$ cat src/rtl/core/bf16rem_pkg.sv
`timescale 1ns / 1ps
// ----------------------------------------------------------------------------
// bf16rem_pkg - shared types and constants of the bfloat16 remainder unit
// Command and status words between controller and datapath, result select
// codes and the widths of the working registers.
// ----------------------------------------------------------------------------
package bf16rem_pkg;

  // quiet NaN returned for every invalid operation
  localparam logic [15:0] QNAN      = 16'h7FC0;
  localparam logic [14:0] INF_MAG   = 15'h7F80;
  // working register of the add path: 8-bit divisor shifted by up to 40
  localparam int          DW        = 49;
  // offset between the top byte of the working register and bit 0
  localparam logic [8:0]  TOP_OFS   = 9'd41;
  localparam logic [8:0]  MAX_SHIFT = 9'd40;

  typedef enum logic [1:0] {
    RES_SPECIAL = 2'd0,
    RES_ZERO    = 2'd1,
    RES_DIVISOR = 2'd2,
    RES_ENGINE  = 2'd3
  } res_sel_t;

  typedef struct packed {
    logic     load;
    logic     rem_init;
    logic     rem_step;
    logic     eng_load_mr;
    logic     eng_load_mb;
    logic     shift;
    logic     sub;
    logic     norm;
    logic     out_load;
    res_sel_t res_sel;
  } dp_cmd_t;

  typedef struct packed {
    logic special;
    logic rem_done;
    logic mr_zero;
    logic need_add;
    logic k_big;
    logic shift_done;
    logic norm_done;
  } dp_sts_t;

endpackage

$ cat src/rtl/core/bf16rem_ctrl.sv
`timescale 1ns / 1ps
// ----------------------------------------------------------------------------
// bf16rem_ctrl - sequencer of the bfloat16 remainder unit
// Steps the datapath through decode, bit-serial remainder, divisor add,
// normalisation and rounding, and owns the handshake of both channels.
// ----------------------------------------------------------------------------
module bf16rem_ctrl (
  input  logic                 clk,
  input  logic                 rst_n,
  input  logic                 in_valid,
  output logic                 in_stall,
  output logic                 out_valid,
  input  logic                 out_stall,
  input  bf16rem_pkg::dp_sts_t sts,
  output bf16rem_pkg::dp_cmd_t cmd
);

  typedef enum logic [7:0] {
    ST_IDLE  = 8'b00000001,
    ST_PREP  = 8'b00000010,
    ST_REM   = 8'b00000100,
    ST_SEL   = 8'b00001000,
    ST_SHIFT = 8'b00010000,
    ST_SUB   = 8'b00100000,
    ST_NORM  = 8'b01000000,
    ST_FIN   = 8'b10000000
  } state_t;

  state_t                state_r, state_nxt;
  bf16rem_pkg::res_sel_t kind_r, kind_nxt;
  logic                  out_valid_r, out_valid_nxt;
  logic                  out_free;

  assign out_free  = !out_valid_r || !out_stall;
  assign in_stall  = (state_r != ST_IDLE);
  assign out_valid = out_valid_r;

  // next state and commands
  always_comb begin
    state_nxt   = state_r;
    kind_nxt    = kind_r;
    cmd         = '0;
    cmd.res_sel = kind_r;
    case (state_r)
      ST_IDLE: begin
        if (in_valid) begin
          cmd.load  = 1'b1;
          state_nxt = ST_PREP;
        end
      end
      ST_PREP: begin
        if (sts.special) begin
          kind_nxt  = bf16rem_pkg::RES_SPECIAL;
          state_nxt = ST_FIN;
        end else begin
          cmd.rem_init = 1'b1;
          state_nxt    = ST_REM;
        end
      end
      ST_REM: begin
        if (sts.rem_done) state_nxt = ST_SEL;
        else cmd.rem_step = 1'b1;
      end
      ST_SEL: begin
        if (sts.mr_zero) begin
          kind_nxt  = bf16rem_pkg::RES_ZERO;
          state_nxt = ST_FIN;
        end else if (!sts.need_add) begin
          cmd.eng_load_mr = 1'b1;
          kind_nxt        = bf16rem_pkg::RES_ENGINE;
          state_nxt       = ST_NORM;
        end else if (sts.k_big) begin
          kind_nxt  = bf16rem_pkg::RES_DIVISOR;
          state_nxt = ST_FIN;
        end else begin
          cmd.eng_load_mb = 1'b1;
          kind_nxt        = bf16rem_pkg::RES_ENGINE;
          state_nxt       = ST_SHIFT;
        end
      end
      ST_SHIFT: begin
        if (sts.shift_done) state_nxt = ST_SUB;
        else cmd.shift = 1'b1;
      end
      ST_SUB: begin
        cmd.sub   = 1'b1;
        state_nxt = ST_NORM;
      end
      ST_NORM: begin
        if (sts.norm_done) state_nxt = ST_FIN;
        else cmd.norm = 1'b1;
      end
      ST_FIN: begin
        if (out_free) begin
          cmd.out_load = 1'b1;
          state_nxt    = ST_IDLE;
        end
      end
      default: state_nxt = ST_IDLE;
    endcase
  end

  // hold the result word until taken
  always_comb begin
    out_valid_nxt = out_valid_r;
    if (out_valid_r && !out_stall) out_valid_nxt = 1'b0;
    if (cmd.out_load) out_valid_nxt = 1'b1;
  end

  always_ff @(posedge clk) begin
    if (!rst_n) begin
      state_r     <= ST_IDLE;
      kind_r      <= bf16rem_pkg::RES_SPECIAL;
      out_valid_r <= 1'b0;
    end else begin
      state_r     <= state_nxt;
      kind_r      <= kind_nxt;
      out_valid_r <= out_valid_nxt;
    end
  end

endmodule

$ cat src/rtl/core/bf16rem_dp.sv
`timescale 1ns / 1ps
// ----------------------------------------------------------------------------
// bf16rem_dp - datapath of the bfloat16 remainder unit
// Operand registers, one-bit-a-cycle remainder, shift/subtract add path,
// normalising shifter, double rounding and the output register.
// ----------------------------------------------------------------------------
module bf16rem_dp (
  input  logic                 clk,
  input  logic                 in_opcode,
  input  logic [15:0]          in_dividend,
  input  logic [15:0]          in_divisor,
  output logic [15:0]          out_remainder,
  input  bf16rem_pkg::dp_cmd_t cmd,
  output bf16rem_pkg::dp_sts_t sts
);

  localparam int DW = bf16rem_pkg::DW;

  logic          op_r;
  logic [15:0]   a_r, b_r;
  logic [7:0]    r_r, r_nxt;
  logic [7:0]    sh_r, sh_nxt;
  logic [8:0]    cnt_r, cnt_nxt;
  logic [DW-1:0] d_r, d_nxt;
  logic [8:0]    e_r, e_nxt;
  logic          s_r, s_nxt;
  logic [15:0]   out_r;

  // operand decode
  logic        sa, sb;
  logic [14:0] aa, ab;
  logic [7:0]  ea, eb, ma, mb;
  logic        a_ge_b;
  logic [7:0]  gap, k;
  logic [7:0]  ur_e;
  logic        spec_nan;
  logic [15:0] spec_val;

  assign sa     = a_r[15];
  assign sb     = b_r[15];
  assign aa     = a_r[14:0];
  assign ab     = b_r[14:0];
  assign ea     = (a_r[14:7] == 8'd0) ? 8'd1 : a_r[14:7];
  assign eb     = (b_r[14:7] == 8'd0) ? 8'd1 : b_r[14:7];
  assign ma     = (a_r[14:7] == 8'd0) ? {1'b0, a_r[6:0]} : {1'b1, a_r[6:0]};
  assign mb     = (b_r[14:7] == 8'd0) ? {1'b0, b_r[6:0]} : {1'b1, b_r[6:0]};
  assign a_ge_b = (aa >= ab);
  assign gap    = ea - eb;
  assign k      = eb - ea;
  assign ur_e   = a_ge_b ? eb : ea;

  // NaN, infinite dividend, zero divisor, infinite divisor, zero dividend
  assign spec_nan = (aa > bf16rem_pkg::INF_MAG) || (ab > bf16rem_pkg::INF_MAG) ||
                    (aa == bf16rem_pkg::INF_MAG) || (ab == 15'd0);
  always_comb begin
    if (spec_nan) spec_val = bf16rem_pkg::QNAN;
    else if (ab == bf16rem_pkg::INF_MAG) begin
      if (!op_r || (aa == 15'd0) || (sa == sb)) spec_val = a_r;
      else spec_val = {sb, bf16rem_pkg::INF_MAG};
    end else spec_val = a_r;
  end

  // one remainder step: bring down next dividend bit, subtract if it fits
  logic [8:0] rr;
  always_comb begin
    rr = {r_r, sh_r[7]};
    if (rr >= {1'b0, mb}) rr = rr - {1'b0, mb};
  end

  // double rounding: 24 bits then 8 bits, nearest even
  logic [24:0] q24;
  logic [23:0] t24;
  logic [8:0]  q8;
  logic [7:0]  m_fin;
  logic [8:0]  e_fin;
  logic [15:0] eng_val;
  always_comb begin
    q24 = {1'b0, d_r[48:25]} +
          {24'd0, d_r[24] & ((|d_r[23:0]) | d_r[25])};
    t24 = q24[23:0];
    q8  = {1'b0, t24[23:16]} + {8'd0, t24[15] & ((|t24[14:0]) | t24[16])};
    if (q24[24] || q8[8]) begin
      m_fin = 8'h80;
      e_fin = e_r + 9'd1;
    end else begin
      m_fin = q8[7:0];
      e_fin = e_r;
    end
    if (!m_fin[7]) eng_val = {s_r, 8'd0, m_fin[6:0]};
    else if (e_fin >= 9'd255) eng_val = {s_r, bf16rem_pkg::INF_MAG};
    else eng_val = {s_r, e_fin[7:0], m_fin[6:0]};
  end

  // status to the controller
  always_comb begin
    sts.special    = spec_nan || (ab == bf16rem_pkg::INF_MAG) || (aa == 15'd0);
    sts.rem_done   = (cnt_r == 9'd0);
    sts.mr_zero    = (r_r == 8'd0);
    sts.need_add   = op_r && (sa != sb);
    sts.k_big      = !a_ge_b && ({1'b0, k} > bf16rem_pkg::MAX_SHIFT);
    sts.shift_done = (cnt_r == 9'd0);
    sts.norm_done  = d_r[DW-1] || (e_r == 9'd1);
  end

  // advance the working registers
  always_comb begin
    r_nxt   = r_r;
    sh_nxt  = sh_r;
    cnt_nxt = cnt_r;
    d_nxt   = d_r;
    e_nxt   = e_r;
    s_nxt   = s_r;
    if (cmd.rem_init) begin
      if (a_ge_b) begin
        r_nxt   = 8'd0;
        sh_nxt  = ma;
        cnt_nxt = {1'b0, gap} + 9'd8;
      end else begin
        r_nxt   = ma;
        cnt_nxt = 9'd0;
      end
    end
    if (cmd.rem_step) begin
      r_nxt   = rr[7:0];
      sh_nxt  = {sh_r[6:0], 1'b0};
      cnt_nxt = cnt_r - 9'd1;
    end
    if (cmd.eng_load_mr) begin
      d_nxt = {{(DW-8){1'b0}}, r_r};
      e_nxt = {1'b0, ur_e} + bf16rem_pkg::TOP_OFS;
      s_nxt = sa;
    end
    if (cmd.eng_load_mb) begin
      d_nxt   = {{(DW-8){1'b0}}, mb};
      e_nxt   = {1'b0, ur_e} + bf16rem_pkg::TOP_OFS;
      s_nxt   = sb;
      cnt_nxt = a_ge_b ? 9'd0 : {1'b0, k};
    end
    if (cmd.shift) begin
      d_nxt   = {d_r[DW-2:0], 1'b0};
      cnt_nxt = cnt_r - 9'd1;
    end
    if (cmd.sub) d_nxt = d_r - {{(DW-8){1'b0}}, r_r};
    if (cmd.norm) begin
      d_nxt = {d_r[DW-2:0], 1'b0};
      e_nxt = e_r - 9'd1;
    end
  end

  always_ff @(posedge clk) begin
    if (cmd.load) begin
      op_r <= in_opcode;
      a_r  <= in_dividend;
      b_r  <= in_divisor;
    end
    r_r   <= r_nxt;
    sh_r  <= sh_nxt;
    cnt_r <= cnt_nxt;
    d_r   <= d_nxt;
    e_r   <= e_nxt;
    s_r   <= s_nxt;
  end

  // select and hold the result word
  always_ff @(posedge clk) begin
    if (cmd.out_load) begin
      case (cmd.res_sel)
        bf16rem_pkg::RES_SPECIAL: out_r <= spec_val;
        bf16rem_pkg::RES_ZERO:    out_r <= {sa, 15'd0};
        bf16rem_pkg::RES_DIVISOR: out_r <= b_r;
        bf16rem_pkg::RES_ENGINE:  out_r <= eng_val;
        default:                  out_r <= bf16rem_pkg::QNAN;
      endcase
    end
  end

  assign out_remainder = out_r;

endmodule

$ cat src/rtl/core/bf16_remainder_unit.sv
`timescale 1ns / 1ps
// ----------------------------------------------------------------------------
// bf16_remainder_unit - bfloat16 fmod / modulo
// Top level: sequencer and datapath of the remainder unit.
// ----------------------------------------------------------------------------
// One word at a time. The remainder is formed one dividend bit per cycle,
// 8 plus the exponent difference bits in all (up to 261, none when the
// dividend is the smaller); the divisor add for opcode 1 with operands of
// unlike sign shifts one bit per cycle (up to 40) and normalisation moves
// one bit per cycle (up to 48). A special operand skips all of these.
// A finished word sits in the output register, so the next word is taken as
// soon as the previous result has moved there.
module bf16_remainder_unit (
  input  logic        clk,
  input  logic        rst_n,
  input  logic        in_valid,
  output logic        in_stall,
  input  logic        in_opcode,
  input  logic [15:0] in_dividend,
  input  logic [15:0] in_divisor,
  output logic        out_valid,
  input  logic        out_stall,
  output logic [15:0] out_remainder
);

  bf16rem_pkg::dp_cmd_t cmd;
  bf16rem_pkg::dp_sts_t sts;

  bf16rem_ctrl u_ctrl (
    .clk       (clk),
    .rst_n     (rst_n),
    .in_valid  (in_valid),
    .in_stall  (in_stall),
    .out_valid (out_valid),
    .out_stall (out_stall),
    .sts       (sts),
    .cmd       (cmd)
  );

  bf16rem_dp u_dp (
    .clk           (clk),
    .in_opcode     (in_opcode),
    .in_dividend   (in_dividend),
    .in_divisor    (in_divisor),
    .out_remainder (out_remainder),
    .cmd           (cmd),
    .sts           (sts)
  );

endmodule

$ cat config.mk
export PLATFORM = sky130hd
export DESIGN_NAME = bf16_remainder_unit
export DESIGN_NICKNAME = d
export VERILOG_FILES = /design/src/rtl/core/bf16rem_pkg.sv /design/src/rtl/core/bf16rem_ctrl.sv /design/src/rtl/core/bf16rem_dp.sv /design/src/rtl/core/bf16_remainder_unit.sv
export SDC_FILE = /design/constraint.sdc
export NUM_CORES = 1
export LEC_CHECK = 0
export BUFFER_PORTS_ARGS = -buffer_cell sky130_fd_sc_hd__clkbuf_2
export CORE_MARGIN = 5
export CORE_UTILIZATION = 34
export CTS_CLUSTER_DIAMETER = 200
export DETAILED_ROUTE_END_ITERATION = 6
export PLACE_DENSITY_LB_ADDON = 0.12
export SLEW_MARGIN = 20
export SYNTH_ARGS = -nofsm -noshare
export SYNTH_HDL_FRONTEND = slang
export SYNTH_SLANG_ARGS = --single-unit
$ cat constraint.sdc
create_clock -name clk -period 8.7 [get_ports clk]
set_input_delay 2.175 -clock clk [delete_from_list [all_inputs] [get_ports clk]]
set_output_delay 2.175 -clock clk [all_outputs]
set_load 0.005 [all_outputs]
[Word-level counts from Yosys, hierarchy flattened]
Index checks and enable logic that the tools add are counted.
Word-level totals
  register bits after elaboration: 144
  bits in latches: 0
  memory bits (writable): 0
  ROM bits: 0
  input bits: 37
  output and inout bits: 18
  logic and storage cells: 168
  memories: 0
Cells by class
  add/sub/neg operators: 11
  multiply operators: 0
  divide/modulo/power cells: 0
  magnitude comparators: 6
  equal/unequal tests: 23
  shift operators: 0
  muxes and demuxes: 70
  bitwise gates (word level): 4
  reduce and logical (&&, ||, !) cells: 39
Operators by type and width (number)
  49-bit 2-to-1 mux: 5
  8-bit 2-to-1 mux: 23
  9-bit 2-to-1 mux: 9
  16-bit one-hot mux with 4 select lines: 1
  8-bit one-hot mux with 8 select lines: 1
  49-bit by 8-bit subtractor with 49-bit output: 1
  16-bit 2-to-1 mux: 3
  15-bit equality test (second input constant): 2
  15-bit greater-than comparator (second input constant): 2
  15-bit zero test: 2
  15-bit 2-to-1 mux: 2
  24-bit by 1-bit adder with 25-bit output: 1
  8-bit zero test: 3
  24-bit OR reduction: 1
  8-bit subtractor: 3
  1-bit 2-to-1 mux: 21
  9-bit by 1-bit subtractor with 9-bit output (second input constant): 2
  15-bit greater-or-equal comparator: 1
  15-bit OR reduction: 1
  1-bit logical OR: 10
  2-bit inequality test (second input constant): 5
  2-bit nonzero test: 5
  8-bit by 1-bit adder with 9-bit output: 1
  8-bit by 4-bit adder with 9-bit output (second input constant): 1
  33 further kinds: 47

[Depth between registers and ports, before layout]
Gate-level depths: netlist of the first run.
  depth after elaboration: 14
  depth in mapped cells: 19
  mapped depth without buffers: 17

[Modules after synthesis]
From an unflattened synthesis of the first run, not the netlist that was laid out.
Unflattened totals
  cells, all modules: 1220
  area, all modules: 10825.4 um^2
Modules (own cells, without submodules)
  bf16rem_dp: instances 1, cells each 1135, area an instance 10112.2 um^2, seq. area each 3973.8 um^2
  bf16rem_ctrl: instances 1, cells each 85, area an instance 713.2 um^2, seq. area each 220.2 um^2

[Worst setup path after synthesis of the first run]
Ideal clock, no wire load.
  kind: reg2reg
  start: register u_dp.a_r[10]
  end: register u_dp.d_r[10], enable pin
  setup time: 407 ps
  arrival: 4397 ps
  data required time: 8293 ps
  path slack: 3896 ps
  cell stages (with the launch flop): 19
  buffers on the path: 2
  clock period less this slack: 4804 ps
  cells stage by stage: edfxtp_1 -> buf_2 -> or4_1 -> nor2_1 -> nor2_1 -> inv_1 -> ha_1 -> inv_1 -> ha_1 -> o31ai_1 -> a21oi_1 -> or3_1 -> a31oi_1 -> xnor2_1 -> o211a_1 -> o21ai_1 -> buf_2 -> and2_1 -> nand2_1
Between the ends
  word-level cells in the longest chain between the ends: 10
  elaborated cells between the ends (all ways): 12
  classes of those cells: 1 x add/sub; 2 x order compare; 5 x mux; 4 x reduce/logical
RTL lines
  from (decl): line bf16rem_dp.sv:20  | logic [15:0] a_r, b_r;
  from (signal assigned): line bf16rem_dp.sv:153  | a_r <= in_dividend;
  8-bit zero test: line bf16rem_dp.sv:43  | assign ea = (a_r[14:7] == 8'd0) ? 8'd1 : a_r[14:7];
  8-bit 2-to-1 mux: line bf16rem_dp.sv:43
  8-bit subtractor: line bf16rem_dp.sv:49  | assign k = eb - ea;
  8-bit by 6-bit greater-than comparator with 1-bit output: line bf16rem_dp.sv:100  | sts.k_big = !a_ge_b && ({1'b0, k} > bf16rem_pkg::MAX_SHIFT);
  1-bit logical AND (*): line bf16rem_dp.sv:100
  1-bit 2-to-1 mux (*): line bf16rem_ctrl.sv:72  | end else if (sts.k_big) begin
  1-bit 2-to-1 mux (*): line bf16rem_ctrl.sv:68  | end else if (!sts.need_add) begin
  2-bit 2-to-1 mux (*): line bf16rem_ctrl.sv:65  | if (sts.mr_zero) begin
  2-bit 2-to-1 mux (*): line bf16rem_ctrl.sv:44  | case (state_r)
  5-bit nonzero test (no line) (*)
  to (signal assigned): line bf16rem_dp.sv:159  | d_r <= d_nxt;
  to (decl): line bf16rem_dp.sv:24  | logic [DW-1:0] d_r, d_nxt;
Every way passes the cells marked *; elsewhere a longest branch is shown, timed or not.
A chain may end at the register's enable or synchronous reset.

[Final worst setup path of the first run]
  start: register u_dp.a_r[10]
  end: register u_dp.d_r[21], enable pin
Same word-level chain as after synthesis.

==> run metrics, run 1 <==
first-pass GRT wire length=around 50000 um; Pint=approximately 1.4 mW; pre-CTS WS=around 3.8 ns; Final Hold Vio Count=0; Nets=1290; CTS Sinks=~140; Die H=around 190 um; post-CTS sizing=0; final setup margin=around 3.8 ns; leakage=between 4 and 5 nW; worst slew pin tran=1.016 ns; DP HPWL=~23000 um; initial DRC count=roughly 570; Multi-input gate area=roughly 6000 um^2; n_diodes=0; Worst EP required=8.77 ns; PwrDens=178.7 nW/um^2; syn nets=around 1300; area grow syn2layout=10.17%; root buffer cell=clkbuf_16; DRT Pass-1 Iters=5; final core utilization=about 38%; Yosys reg bits=144; GP Congestion=0.8328; Setup Skew=between 0.01 and 0.015 ns; largest net degree at the start of global routing=between 50 and 60; share of layout cells above drive strength 1=roughly 12%; asr flop ratio synth=0%; post-route setup TNS=0 ns; Worst Hold Path Cells=2; Rows=65; sequential cell area fraction in the yosys report=38.92%; post-route cell area=approximately 12000 um^2; Comb power frac=a little over a quarter; via count=8841; num ports=55; cts bufs inserted=17; WP data arrival=a little under 5 ns; fmax=slightly above 0.2 GHz; Skew-Pair Late Insertion Delay=about 0.44 ns; Mapped Cells=around 1200; WL/cell=between 15 and 20 um; Worst slew margin=approximately a third; Slew Viols, Final=0; fill count=3256; DR vias/cell=between 5 and 6; Placed Instances=about 1600; Synth Cell Area=10780 um^2; GR Overflow Total=0; chip width=approximately 190 um; number of post-CTS setup repair buffers=0; GRT Overall Usage=between 10% and 20%; crit share post-route=56.19%; Finished Layout Cells=between 1500 and 2000; # hold bufs at CTS=0; Reg power frac=about two fifths; H-tree depth=4; Worst Setup Path Type=reg -> reg; status=finished, final reports clean; Final ANT Viol Nets=0; worst-case reg-to-reg path depth=18; Max IR drop VDD=0.0001306 V; RSZ-0062 raised after global routing=false; Netlist cell types=91; Final setup viols=0; CTS clk-pin slew, worst paths=0.06 ns; Register Area=4194 um^2; CTS max path bufs=2; Sw Ratio=33.30%; Tmin final=between 4 and 5 ns; number of global-route vias before repair=slightly below 9000; Placed Area=approximately 11000 um^2; PortBufs=54; Net Switching=706.6 uW; Clock power frac=32.1%; Initial Util=around 34%; Die ar.=between 30000 and 40000 um^2; critical path launch point type=register; Yosys warning count=0; Max-Cap Viols=0; DRC Markers=0; Post-synth top flop=edfxtp_1; CP endpoint kind=register; EDFF count, synth=between 100 and 150; routed wire length=31450 um; initial antenna violation count=0; CTS tree=done; Core Box Area=~31000 um^2; Synth Area per Inst=9.033 um^2; Crit Path Max Fanout=between 40 and 50; Worst Hold Class=reg -> reg
[registers in the layout, summed over array words and instances, names as in the netlist]
name and flops:
u_ctrl.kind_r 2, u_dp.a_r 16, u_dp.b_r 16, u_dp.sh_r 8, u_dp.r_r 8, u_dp.out_remainder 16, u_dp.e_r 9, u_dp.cnt_r 9
u_ctrl.state_r 8, u_dp.op_r 1, u_dp.s_r 1, u_dp.d_r 49, u_ctrl.out_valid 1
[power groups by stage]
stage | clock [mW] | combinational, mW | sequential [mW]
after floorplan | 0 | 0.423 | 0.863
after global routing | 0.732 | 0.634 | 0.883
final | 0.681 | 0.565 | 0.876
after CTS | 0.702 | 0.567 | 0.877
after global placement | 0 | 0.564 | 0.892
after detailed placement | 0 | 0.563 | 0.891
[metal layers]
metal | track usage [%] | routed length (um) | vias up
li1 | - | - | 4389
met1 | 24.40 | 15320 | 4283
met2 | 28.76 | 14690 | 146
met3 | 2.960 | 910 | 23
met4 | 4.687 | 524 | 0
met5 | 0 | 0 | -
[final timing paths]
path                     start           end  slack [ns]
hold reg to reg   u_dp.sh_r[0]  u_dp.sh_r[0]        0.52
hold / removal    u_dp.sh_r[0]  u_dp.sh_r[0]        0.52
setup reg to reg  u_dp.a_r[10]  u_dp.d_r[21]        3.81
setup / recovery  u_dp.a_r[10]  u_dp.d_r[21]        3.81
[worst max-delay path: stages (launching register included)]
cell      delay, ns
edfxtp_1       0.59
or4_1          0.58
nor2_1         0.32
nor2_1         0.11
inv_1          0.10
ha_1           0.15
inv_1          0.05
ha_1           0.22
o31ai_1        0.22
a21oi_1        0.11
or3_1          0.31
a31oi_1        0.20
xnor2_1        0.14
o211a_1        0.23
o21ai_2        0.06
buf_4          0.22
and2_1         0.23
nand2_2        0.06
buf_4          0.55
[layout by cell type (no fill, tap or decap), types with 9 or more instances in the layout]
master     Yosys  layout
nand4_1       29      29
clkbuf_16      0      17
ha_1          50      50
xor2_1        32      32
mux2i_1       26      26
or3_1          9       9
nor2_1        87      86
nor3_1        39      39
o21ai_0       95      93
nand2_1      100      99
dfxtp_1       13      13
inv_1         73      73
a31oi_1       12      12
nand3b_1      12      12
and3_1        11      11
buf_4          3      12
a21o_1        12      12
nand2b_1      15      14
edfxtp_1     131     131
xnor2_1       56      56
a22oi_1       11      11
nor4_1        16      16
clkbuf_2       1      54
a21oi_1       57      57
nor2b_1       17      17
o22ai_1       20      20
nand3_1       37      37
[cell type report]
type	count	area share [%]
Timing Repair Buffer	66	3.035
Inverter	74	2.340
Tap cell	402	4.236
Clock inverter	14	0.7904
Clock buffer	18	3.615
Sequential cell	144	35.33
Multi-Input combinational cell	897	50.66
[synthesized netlist by cell type, drive strengths merged (5+ instances only)]
cell	instances	share of area, %
o22ai	20	1.2
or2	8	0.46
nand3	40	2.1
a21oi	57	2.6
nand3b	12	0.84
nand2b	15	0.87
ha	50	5.8
nor2	87	3.0
nor4	19	1.4
nor3	41	2.1
a22oi	11	0.77
mux2i	26	2.4
or4	5	0.38
inv	73	2.5
nand4	30	1.9
or3	10	0.63
nor2b	17	0.99
nand2	100	3.5
dfxtp	13	2.4
xor2	32	2.6
and2	9	0.53
a21o	12	0.84
clkbuf	54	1.9
o21ai	105	5.0
a22o	8	0.65
mux2	7	0.73
o21a	8	0.56
xnor2	57	4.7
edfxtp	131	37
a31oi	12	0.70
o31ai	6	0.42
buf	24	1.1
o211ai	7	0.49
a211oi	5	0.39
and3	11	0.64
a21boi	8	0.66
[through the flow]
step	power [mW]	hold slack [ns]
global route	2.249	0.5637
detailed placement	1.455	0.4890
CTS	2.146	0.5119
global placement	1.456	0.4984
floorplan	1.285	0.4608
finish	2.122	0.5247
[kinds of logic after synthesis]
logic type / after synthesis / synth area share (%)
buffers and inverters: 152 / 5.608
and+or+nand+nor: 420 / 20.72
xor gates and xnor gates: 89 / 7.303
DFF: 144 / 38.92
muxes: 33 / 3.146
adders and majority gates: 54 / 6.455
AOI/OAI and AO/OA: 301 / 17.85
No activity file was read; power rests on OpenSTA's default activity.
==> inputs of run 2 (changes only) <==
==> constraint.sdc (replaced) <==
create_clock -name clk -period 4.5 [get_ports clk]
set_input_delay 1.125 -clock clk [delete_from_list [all_inputs] [get_ports clk]]
set_output_delay 1.125 -clock clk [all_outputs]
set_load 0.005 [all_outputs]
==> run 2 against run 1 <==
Clock-buffer cell count stayed put. Non-clock buffer count is 29 higher. Cell area is 2.7% higher. Sequential power is 91% higher. Global-route usage is 0.30 points higher. Fmax is 16% higher. Largest cell class unchanged. Largest power group unchanged.
==> run metrics, run 2 (synthesis gave the netlist of run 1 again) <==
CTS Sinks=144 (unchanged); Max IR drop VDD=0.0002594 V (+99%); Sw Ratio=31.68% (-1.6 points); critical path launch point type=register; Die H=188.0 um (unchanged); Final Hold Vio Count=0 (unchanged); Pint=2.988 mW (+110%); PwrDens=358.5 nW/um^2 (+100%); routed wire length=31830 um (+1.2%); fmax=0.2380 GHz (+16%); Tmin final=4.201 ns (-0.6871 ns); WL/cell=19.36 um (-0.57%); DRT Pass-1 Iters=5 (unchanged); Multi-input gate area=6016 um^2 (about the same); crit-path cells=and4_1 > nand3_1 > nor2_2 > nand4_1 > xnor2_1 > ha_1 > nand4_1 > a21oi_1 > a21oi_1 > o21ai_2 > buf_4 > nand4_4 > xnor2_2 > a41oi_2 > o21ai_2 > o22ai_1; initial DRC count=525 (-7.7%); post-CTS sizing=0 (unchanged); Worst Setup Path Type=reg -> reg; num ports=55 (unchanged); CP delay by family, top=simple AND/OR/NAND/NOR gates; Skew-Pair Late Insertion Delay=0.44 ns (about the same); fill count=3180 (-2.3%); area grow syn2layout=13.19%; Buf+Inv Stages, Crit Path=1 (-3); most frequent cells in the layout=edfxtp_1 (131), nand2_1 (99), o21ai_0 (94); GP Congestion=0.8896 (+6.8%); first-pass GRT wire length=50490 um (+1.3%); Net Switching=1.386 mW (+96%); number of post-CTS setup repair buffers=0 (unchanged); max reg flops=49 (unchanged); post-route setup TNS=0 ns (unchanged); RSZ-0062 raised after global routing=false; Nets=1319 (+2.2%); Comb power frac=26.4% (-0.2 points); worst slew pin tran=1.032 ns (+0.01583 ns); CTS clk-pin slew, worst paths=0.06 ns (about the same); Clock power frac=35.4% (+3.3 points); PortBufs=54 (unchanged); n_diodes=0 (unchanged); WP data arrival=4.35 ns (-0.61 ns); Register Area=4194 um^2 (unchanged); GRT Overall Usage=17.95% (+0.30 points); Initial Util=34.33% (unchanged); via count=8948 (+1.2%); Die ar.=35360 um^2 (unchanged); DP HPWL=24020 um (+3.7%); largest register by flop count=u_dp.d_r; total power=4.374 mW (+110%); Final setup viols=0 (unchanged); DRC Markers=0 (unchanged); cts bufs inserted=17 (unchanged); chip width=188.0 um (unchanged); Worst slew margin=31.06% (-0.76 points); Core Box Area=31390 um^2 (unchanged); Largest stage delay, worst path=0.55 ns (-0.04 ns); GR Overflow Total=0 (unchanged); Final ANT Viol Nets=0 (unchanged); initial antenna violation count=0 (unchanged); number of global-route vias before repair=8938 (+1.4%); H-tree depth=4 (unchanged); status=finished, final reports clean; Crit Path Max Fanout=8 (-83%); smallest hold slack=0.5124 ns (-0.01228 ns); Worst EP required=4.65 ns (-4.12 ns); Max-Cap Viols=0 (unchanged); most common cell after layout, fill and taps aside=edfxtp_1; Setup Skew=0.01562 ns (+0.002133 ns); share of layout cells above drive strength 1=13.77% (+2.1 points); final core utilization=38.86% (+1.0 points); Rows=65 (unchanged); CP endpoint kind=register; root buffer cell=clkbuf_16; CTS max path bufs=2 (unchanged); Reg power frac=38.2% (-3.1 points); Slew Viols, Final=0 (unchanged); crit share post-route=93.36% (+37 points); DR vias/cell=5.443 (-0.58%); Worst Hold Class=reg -> reg; largest net degree at the start of global routing=49 (-3.9%); # hold bufs at CTS=0 (unchanged); Critical-path top delay cell=edfxtp_1; CTS tree=done; leakage=4.637 nW (+3.9%)
## run 2: path summary, 6_finish.rpt
check,from,cells past startpoint,endpoint,slack (ns)
setup / recovery,u_dp.d_r[27],16,u_dp.out_remainder[1],0.30
hold / removal,u_dp.sh_r[0],2,u_dp.sh_r[0],0.51
setup reg to reg,u_dp.d_r[27],16,u_dp.out_remainder[1],0.30
hold reg to reg,u_dp.sh_r[0],2,u_dp.sh_r[0],0.51
## run 2: power by group through the flow
stage	logic, mW	registers, mW	clock network [mW]
after floorplan	0.817	1.67	0
after global placement	1.16	1.70	0
after detailed placement	1.15	1.70	0
after CTS	1.16	1.67	1.59
after global routing	1.29	1.68	1.64
final	1.15	1.67	1.55
## run 2: cell type report
| cell class | count | share of cell area [%] |
|---|---|---|
| clock buffer | 18 | 3.518 |
| clock inverter | 14 | 1.539 |
| inverter | 74 | 2.277 |
| multi-input combinational | 897 | 49.32 |
| sequential | 144 | 34.38 |
| tap | 402 | 4.124 |
| timing repair buffer | 95 | 4.842 |
## run 2: per-stage QoR
stage	instances	instance area (um^2)	setup slack (ns)
4_1_cts	1644	12190	0.2286
6_report	1644	12200	0.2990
2_1_floorplan	1193	10780	0.1556
5_1_grt	1644	12200	0.02082
3_5_place_dp	1612	11570	0.2538
3_3_place_gp	1612	11570	0.2733
## run 2: tightest hold or removal path: cells and delay by family (launching register included)
family           cells  cell delay (ns)
flip-flops           1             0.33
multiplexers         1             0.07
AND/OR/NAND/NOR      1             0.07
## run 2: routing by layer
| metal | part of all wire [%] | GRT usage [%] |
|---|---|---|
| met1 | 48 | 24.72 |
| met2 | 46 | 28.85 |
| met3 | 3.5 | 2.960 |
| met4 | 2.5 | 5.901 |
| met5 | 0 | 0 |
==> inputs of run 3 (changes only) <==
==> constraint.sdc (replaced) <==
create_clock -name clk -period 4.7 [get_ports clk]
set_input_delay 1.175 -clock clk [delete_from_list [all_inputs] [get_ports clk]]
set_output_delay 1.175 -clock clk [all_outputs]
set_load 0.005 [all_outputs]
==> run 3 against run 2 <==
Clock skew shrank 0.0040 ns. Sequential share of layout area increased by 0.32 points. Largest power group unchanged. Highest routed layer unchanged. Critical endpoint is now u_dp.e_r[6]. Total power is 5.9% lower. Cell count decreased by 0.67%. Cell area down 0.91%. Non-clock buffer count fell by 11.
==> run metrics, run 3 (synthesis gave the netlist of run 1 again) <==
Initial Util=34.33% (unchanged); DR vias/cell=5.507 (+1.2%); crit share post-route=89.79% (-3.6 points); Critical Path Start=u_dp.b_r[1]; WP data arrival=4.41 ns (+0.06 ns); largest net degree at the start of global routing=49 (unchanged); Slew Viols, Final=0 (unchanged); CTS clk-pin slew, worst paths=0.07 ns (about the same); leakage=4.572 nW (-1.4%); Buf+Inv Stages, Crit Path=1 (unchanged); DRC Markers=0 (unchanged); Skew-Pair Late Insertion Delay=0.44 ns (about the same); Critical Path End=u_dp.e_r[6]; number of global-route vias before repair=8978 (+0.45%); Placed Area=11490 um^2 (-0.71%); H-tree depth=4 (unchanged); Worst slew margin=33.82% (+2.8 points); Placed Instances=1601 (-0.68%); critical path launch point type=register; DRT Pass-1 Iters=5 (unchanged); CTS Sinks=144 (unchanged); first-pass GRT wire length=50370 um (-0.23%); cell count along the critical path=16 (unchanged); Worst Hold Class=reg -> reg; initial DRC count=632 (+20%); CP delay by family, top=compound AO/OA/AOI/OAI gates; routed wire length=31710 um (-0.39%); crit-path cells=inv_1 > ha_1 > nor2b_1 > o21a_1 > o21ai_0 > a211oi_1 > o31ai_1 > a21oi_1 > a21oi_1 > ha_1 > nand2_1 > a211oi_1 > a311oi_1 > o21ai_1 > xnor2_1 > mux2_2; fmax=0.2370 GHz (-0.45%); worst hold start=u_dp.sh_r[0]; Max-Cap Viols=0 (unchanged); worst slew pin tran=0.9904 ns (-0.04133 ns); # hold bufs at CTS=0 (unchanged); Die ar.=35360 um^2 (unchanged); Clock power frac=34.8% (-0.6 points); Die H=188.0 um (unchanged); CTS max path bufs=2 (unchanged); Nets=1308 (-0.83%); status=finished, final reports clean; area grow syn2layout=12.16%; Multi-input gate area=6010 um^2 (-0.10%); chip width=188.0 um (unchanged); Worst EP required=4.89 ns (+0.24 ns); WL/cell=19.42 um (+0.28%); R2R setup slack=0.48 ns (+0.18 ns); Largest stage delay, worst path=0.59 ns (+0.04 ns); Final setup viols=0 (unchanged); cts bufs inserted=17 (unchanged); n_diodes=0 (unchanged); post-route setup TNS=0 ns (unchanged); Rows=65 (unchanged); Tmin final=4.220 ns (+0.01908 ns); max reg flops=49 (unchanged); Sw Ratio=32.05% (+0.37 points); Final ANT Viol Nets=0 (unchanged); Final Hold Vio Count=0 (unchanged); PortBufs=54 (unchanged); share of layout cells above drive strength 1=12.92% (-0.85 points); post-CTS sizing=0 (unchanged); post-route cell area=12090 um^2 (-0.91%); Comb power frac=26.1% (-0.3 points); Crit Path Max Fanout=9 (+1); most frequent cells in the layout=edfxtp_1 (131), nand2_1 (99), o21ai_0 (94); DP HPWL=23410 um (-2.6%); Worst Hold Path Cells=2 (unchanged); CP endpoint kind=register; via count=8993 (+0.50%); Register Area=4194 um^2 (unchanged); num ports=55 (unchanged); CTS tree=done; Worst R2R End=u_dp.e_r[6]; Core Box Area=31390 um^2 (unchanged); Worst Setup Path Type=reg -> reg; largest register by flop count=u_dp.d_r; root buffer cell=clkbuf_16; GR Overflow Total=0 (unchanged); Critical-path top delay cell=a21oi_1; GP Congestion=0.9023 (+1.4%); Pint=2.798 mW (-6.4%); Reg power frac=39.1% (+0.9 points); most common cell after layout, fill and taps aside=edfxtp_1; GRT Overall Usage=17.86% (-0.098 points); fill count=3188 (+0.25%); number of post-CTS setup repair buffers=0 (unchanged); RSZ-0062 raised after global routing=false; PwrDens=340.6 nW/um^2 (-5.0%); Max IR drop VDD=0.0002567 V (-1.0%); Setup Skew=0.01163 ns (-0.003992 ns); Net Switching=1.320 mW (-4.8%); worst-case reg-to-reg path depth=16 (unchanged); initial antenna violation count=0 (unchanged); Finished Layout Cells=1633 (-0.67%); worst flop-to-flop path startpoint=u_dp.b_r[1]
## run 3: cell types whose count changed in the layout (fill, tap and decap cells not counted)
cell        change
buf_4          -11
clkinv_4        -1
nor2_2          -1
bufinv_16       -1
clkinvlp_4      +2
a21oi_1         +1
clkinv_2        +1
a21oi_2         -1
nor2_1          +1
clkinv_1        -1
## run 3: worst min-delay path by stage
stage | endpoint | slack [ns]
after floorplan | u_dp.sh_r[0] | 0.46
after global placement | u_dp.sh_r[0] | 0.48
after detailed placement | u_dp.sh_r[0] | 0.49
after CTS | u_dp.sh_r[0] | 0.53
after global routing | u_dp.sh_r[2] | 0.58
final | u_dp.sh_r[0] | 0.52
## run 3: worst reg2reg max path, stage by stage (launching register included)
cell	delay (ns)
edfxtp_1	0.47
inv_1	0.10
ha_1	0.30
nor2b_1	0.13
o21a_1	0.11
o21ai_0	0.07
a211oi_1	0.41
o31ai_1	0.20
a21oi_1	0.59
a21oi_1	0.24
ha_1	0.27
nand2_1	0.08
a211oi_1	0.05
a311oi_1	0.38
o21ai_1	0.17
xnor2_1	0.15
mux2_2	0.26
## run 3: routing by layer
layer	vias to the layer above	track usage [%]	share of wire [%]
li1	4434	-	-
met1	4323	24.95	47
met4	0	4.828	1.9
met5	-	0	0
met3	36	2.569	3.7
met2	200	29.03	47
## run 3: power by group through the flow
stage | combinational, mW | clock (mW) | sequential, mW
3_5_place_dp | 1.08 | 0 | 1.64
2_1_floorplan | 0.782 | 0 | 1.60
6_report | 1.08 | 1.43 | 1.61
3_3_place_gp | 1.08 | 0 | 1.63
4_1_cts | 1.08 | 1.46 | 1.61
5_1_grt | 1.21 | 1.51 | 1.62
## run 3: cell type report
cell class,instances,area share [%]
well taps,402,4.161
clock inverters,14,1.366
flip-flops and latches,144,34.70
inverters,74,2.298
repair buffers,84,4.203
clock buffers,18,3.551
multi-input cells,897,49.72
## run 3: metrics by stage
stage,hold WS (ns),setup WS [ns],power [mW],utilization [%]
after floorplan,0.4608,0.3556,2.379,-
after global placement,0.4837,0.5005,2.717,36.61
after detailed placement,0.4886,0.4504,2.711,36.61
after CTS,0.5256,0.4654,4.147,38.50
after global routing,0.5763,0.06559,4.340,38.50
final,0.5233,0.4799,4.117,38.50
